--- config.mk ---
export PLATFORM = sky130hd
export DESIGN_NAME = gdre_ram
export DESIGN_NICKNAME = d
export VERILOG_FILES = /design/src/rtl/gdre_ram.sv
export SDC_FILE = /design/constraint.sdc
export NUM_CORES = 1
export LEC_CHECK = 0
export BUFFER_PORTS_ARGS = -buffer_cell sky130_fd_sc_hd__buf_2
export CAP_MARGIN = 20
export CORE_MARGIN = 8
export CORE_UTILIZATION = 28
export DETAILED_ROUTE_END_ITERATION = 8
export GPL_TIMING_DRIVEN = 1
export PLACE_DENSITY_LB_ADDON = 0.25
export SYNTH_ARGS = -nofsm -noshare
export SYNTH_HDL_FRONTEND = slang
export SYNTH_SLANG_ARGS = --single-unit
export TNS_END_PERCENT = 10
--- constraint.sdc ---
create_clock -name clk -period 2.6 [get_ports clk]
set_input_delay 0.52 -clock clk [delete_from_list [all_inputs] [get_ports clk]]
set_output_delay 0.52 -clock clk [all_outputs]
set_load 0.05 [all_outputs]
--- src/rtl/gdre_ram.sv ---
// ----------------------------------------------------------------------------
// gdre_ram
// generic single port synchronous ram with registered read
// ----------------------------------------------------------------------------
module gdre_ram #(
  parameter int WIDTH = 8,
  parameter int DEPTH = 64
) (
  input  logic                     clk,
  input  logic                     we,
  input  logic [$clog2(DEPTH)-1:0] addr,
  input  logic [WIDTH-1:0]         wdata,
  output logic [WIDTH-1:0]         rdata
);

  logic [WIDTH-1:0] mem [DEPTH];

  always_ff @(posedge clk) begin
    if (we) begin
      mem[addr] <= wdata;
    end
    rdata <= mem[addr];
  end

endmodule

==> results.toml <==
[status]
outcome = "complete, but fails checks"
violations = "setup timing"

[place]
gp_congestion = 0.8393
dpl_cell_area_um2 = 23480
dpl.hpwl_mm = 41.17
io_buffers = 23

[synth]
synth_nets = 1187
synth_ff_type = "edfxtp_1"
synth.cell_area_um2 = 20450
muxShareOfSynthArea_pct = 8.260
synthAdderAreaFrac_pct = 0
synth_edf_count = 512
synth_xor_xnor_area_share_pct = 0
yosys.cell_types.count = 56
synthArstFlopShare_pct = 0
synth_top_family_by_area = "multiplexers"
yosysSeqAreaShare_pct = 75.97
ys_seq_elements = 520
synthSimpleGateAreaFrac_pct = 5.715
syn_inst = 1171
yosys_warnings = 0
synth_compound_area_share_pct = 8.076
synth_area_per_cell_um2 = 17.46

[clock_network]
cts_hold_buffers = 0
htreeDepth = 2
cts_buffers = 56
cts_buffer_depth = 3
cts_sinks = 520
clk_latency_ps = 610
cts_resized = 0
post-cts-setup-buffer-count = 0
cts_tree = "done"
clock-root-buffer = "clkbuf_16"
clkSlewWorstSetupHoldPaths_ps = 60

[power]
intPower_mw = 14.56
p_clk_share_pct = 43.3
p_switching_mw = 4.036
leakagePower_nw = 8.548
power_density_nw_per_um2 = 733.6
p_total_mw = 18.59
p_comb_share_pct = 6.7
p_seq_share_pct = 50.0
ir_drop_mv = 0.4764
power_switching_share_pct = 21.71

[cells_and_area]
fill_cells = 6947
nNetsFinal = 1435
drive_gt1_share_pct = 28.34
synthToLayoutAreaGrowth_pct = 23.94
final_common_cell = "edfxtp_1"
layout_common_cells = "edfxtp_1, buf_4, nor2_1"
fin_area_um2 = 25340

[timing]
setup_slack_ps = -48.05
setup_viol = 1
min_period_ps = 2648
finalHoldViolCount = 0
fin_worst_skew_ps = 25.29
worstMarginPinSlew_ps = 1021
finalCritPeriodShare_pct = 101.8
fmax_mhz = 377.6
report.final.slew_viol_count = 0
slew-limit-headroom_pct = 31.05
rsz0062_at_grt = "no"
fin_setup_tns_ps = -48.05

[critical_path]
ff2ff_setup_slack_ps = 130
r2r_cells = 5
endpoint_kind = "flip-flop"
critPathMostFrequentCell = "buf_4"
cp_slowest_cell = "or4b_1"
worstSetupPathType = "primary input to flip-flop"
timing.rr.end = "rdata[7]"
crit_path_cell_trace = "buf_6, buf_12, buf_4, mux2i_1, o22ai_1, o31ai_1, buf_4, o2111ai_1, or4b_1"
reg2reg_from = "mem[4][7]"
cp.required_ps = 3020
arrival_ps = 3070
start_kind = "primary input"
worst-path-buf-inv = 4
slowest_delay_ps = 720
crit_fanout = 11
path_delay_family = "buffers and inverters"

[floorplan]
die_h_um = 286.3
core_um2 = 72590
ioPinCount = 24
die_w_um = 286.3
rows = 99
dieArea_um2 = 81940
start_util_pct = 28.17

[hold_path]
min_to = "mem[23][3]"
hp-class = "primary input to flip-flop"
hold_depth = 1
hp-start = "wdata[3]"

[route]
num_vias = 11970
routedWlPerCell_um = 25.02
totalWireLength_mm = 60.56
vias_per_cell = 4.944
first_pass_iters = 5
route.detailed.drc = 0
first_iter_violations = 1209
ant_nets = 0

[global_routing]
first_global_vias = 12270
antenna_found_initial = 4
grt_pass1_wl_mm = 87.40
grt_usage_pct = 14.50
grt_overflow = 0
grt_start_max_net_pins = 65

[flow_run]
maxCapViolations = 0
-- power by group through the flow --
stage / logic (mW) / registers, mW / clock network, mW
4_1_cts: 1.25 / 9.30 / 8.21
3_5_place_dp: 1.25 / 9.48 / 0
3_3_place_gp: 1.24 / 9.48 / 0
6_report: 1.24 / 9.30 / 8.04
2_1_floorplan: 0.504 / 9.54 / 0
5_1_grt: 1.32 / 9.31 / 8.52
-- cells in the mapped netlist (4+ instances only) --
cell | n | share of area (%)
edfxtp_1 | 512 | 75
nor2_1 | 82 | 1.5
mux2i_1 | 63 | 3.1
nand2_1 | 45 | 0.83
mux4_2 | 41 | 4.5
a22oi_1 | 40 | 1.5
clkbuf_1 | 36 | 0.66
buf_2 | 30 | 0.73
a21oi_1 | 28 | 0.69
nand2b_1 | 24 | 0.73
o22ai_1 | 22 | 0.67
a221oi_1 | 21 | 0.90
a31oi_1 | 15 | 0.46
nand3b_1 | 12 | 0.44
a221o_1 | 11 | 0.54
o22a_1 | 11 | 0.47
a22o_1 | 10 | 0.43
and2_1 | 9 | 0.28
and3_1 | 9 | 0.28
o21ai_0 | 9 | 0.22
o221ai_1 | 9 | 0.39
dfxtp_1 | 8 | 0.78
nand3_1 | 8 | 0.20
nor2b_1 | 8 | 0.24
a32oi_1 | 7 | 0.30
mux2_1 | 7 | 0.39
o2bb2ai_1 | 7 | 0.30
a211oi_1 | 6 | 0.22
and4_1 | 6 | 0.26
buf_1 | 6 | 0.11
buf_6 | 5 | 0.28
mux2_2 | 5 | 0.28
o31ai_1 | 5 | 0.18
or3b_2 | 5 | 0.21
a21o_1 | 4 | 0.15
buf_4 | 4 | 0.15
-- metal layers --
layer  wire (um)  vias to the layer above  global-route usage (%)  share of wire [%]
li1            -                     5259                       -                  -
met1       27290                     6216                   20.07                 45
met2       28260                      394                   23.32                 47
met3        3811                       95                   3.132                6.3
met4        1159                        6                   3.135                1.9
met5          39                        -                       0              0.064
-- through the flow --
step | utilization (%) | instances | setup WS, ps | hold WS, ps
after global routing | 34.91 | 2420 | 20.38 | 337.3
after floorplan | - | 1171 | -18.84 | 562.7
after detailed placement | 32.34 | 2320 | -544.2 | 652.0
after CTS | 34.91 | 2420 | 117.9 | 322.7
after global placement | 32.34 | 2320 | -546.6 | 647.9
final | 34.92 | 2421 | -48.05 | 359.0
-- logic make-up after synthesis --
logic type | Yosys count
mux | 116
flops | 520
simple gates | 229
buf+inv | 84
compound gates | 222
-- sequential cells by signal, indices dropped and copies added, names as in the netlist --
name,flops
mem,512
rdata,8
-- worst max path at each step --
stage | startpoint | endpoint | slack, ps | cells after the start
after global placement | addr[0] | rdata[1] | -550 | 7
after CTS | addr[0] | rdata[1] | 120 | 7
final | addr[2] | rdata[7] | -50 | 9
after floorplan | addr[1] | mem[13][0] | -20 | 7
after global routing | addr[0] | rdata[1] | 20 | 7
after detailed placement | addr[0] | rdata[1] | -540 | 7
-- worst reg2reg max path: stages (launching register included) --
cell	delay (ps)
edfxtp_1	380
mux2_1	300
mux4_2	450
o21ai_1	200
o2111ai_1	220
or4b_1	720
-- cell type report --
cell class / instances / area [um^2] / area share [%]
clock inverters: 33 / 350.3 / 1.382
clock buffers: 67 / 1515 / 5.978
inverters: 3 / 11.26 / 0.04443
repair buffers: 271 / 2213 / 8.733
multi-input cells: 567 / 4517 / 17.82
well taps: 959 / 1200 / 4.734
flip-flops and latches: 520 / 15530 / 61.30
diodes: 1 / 2.502 / 0.009874
Power figures use the tool's default switching activity.
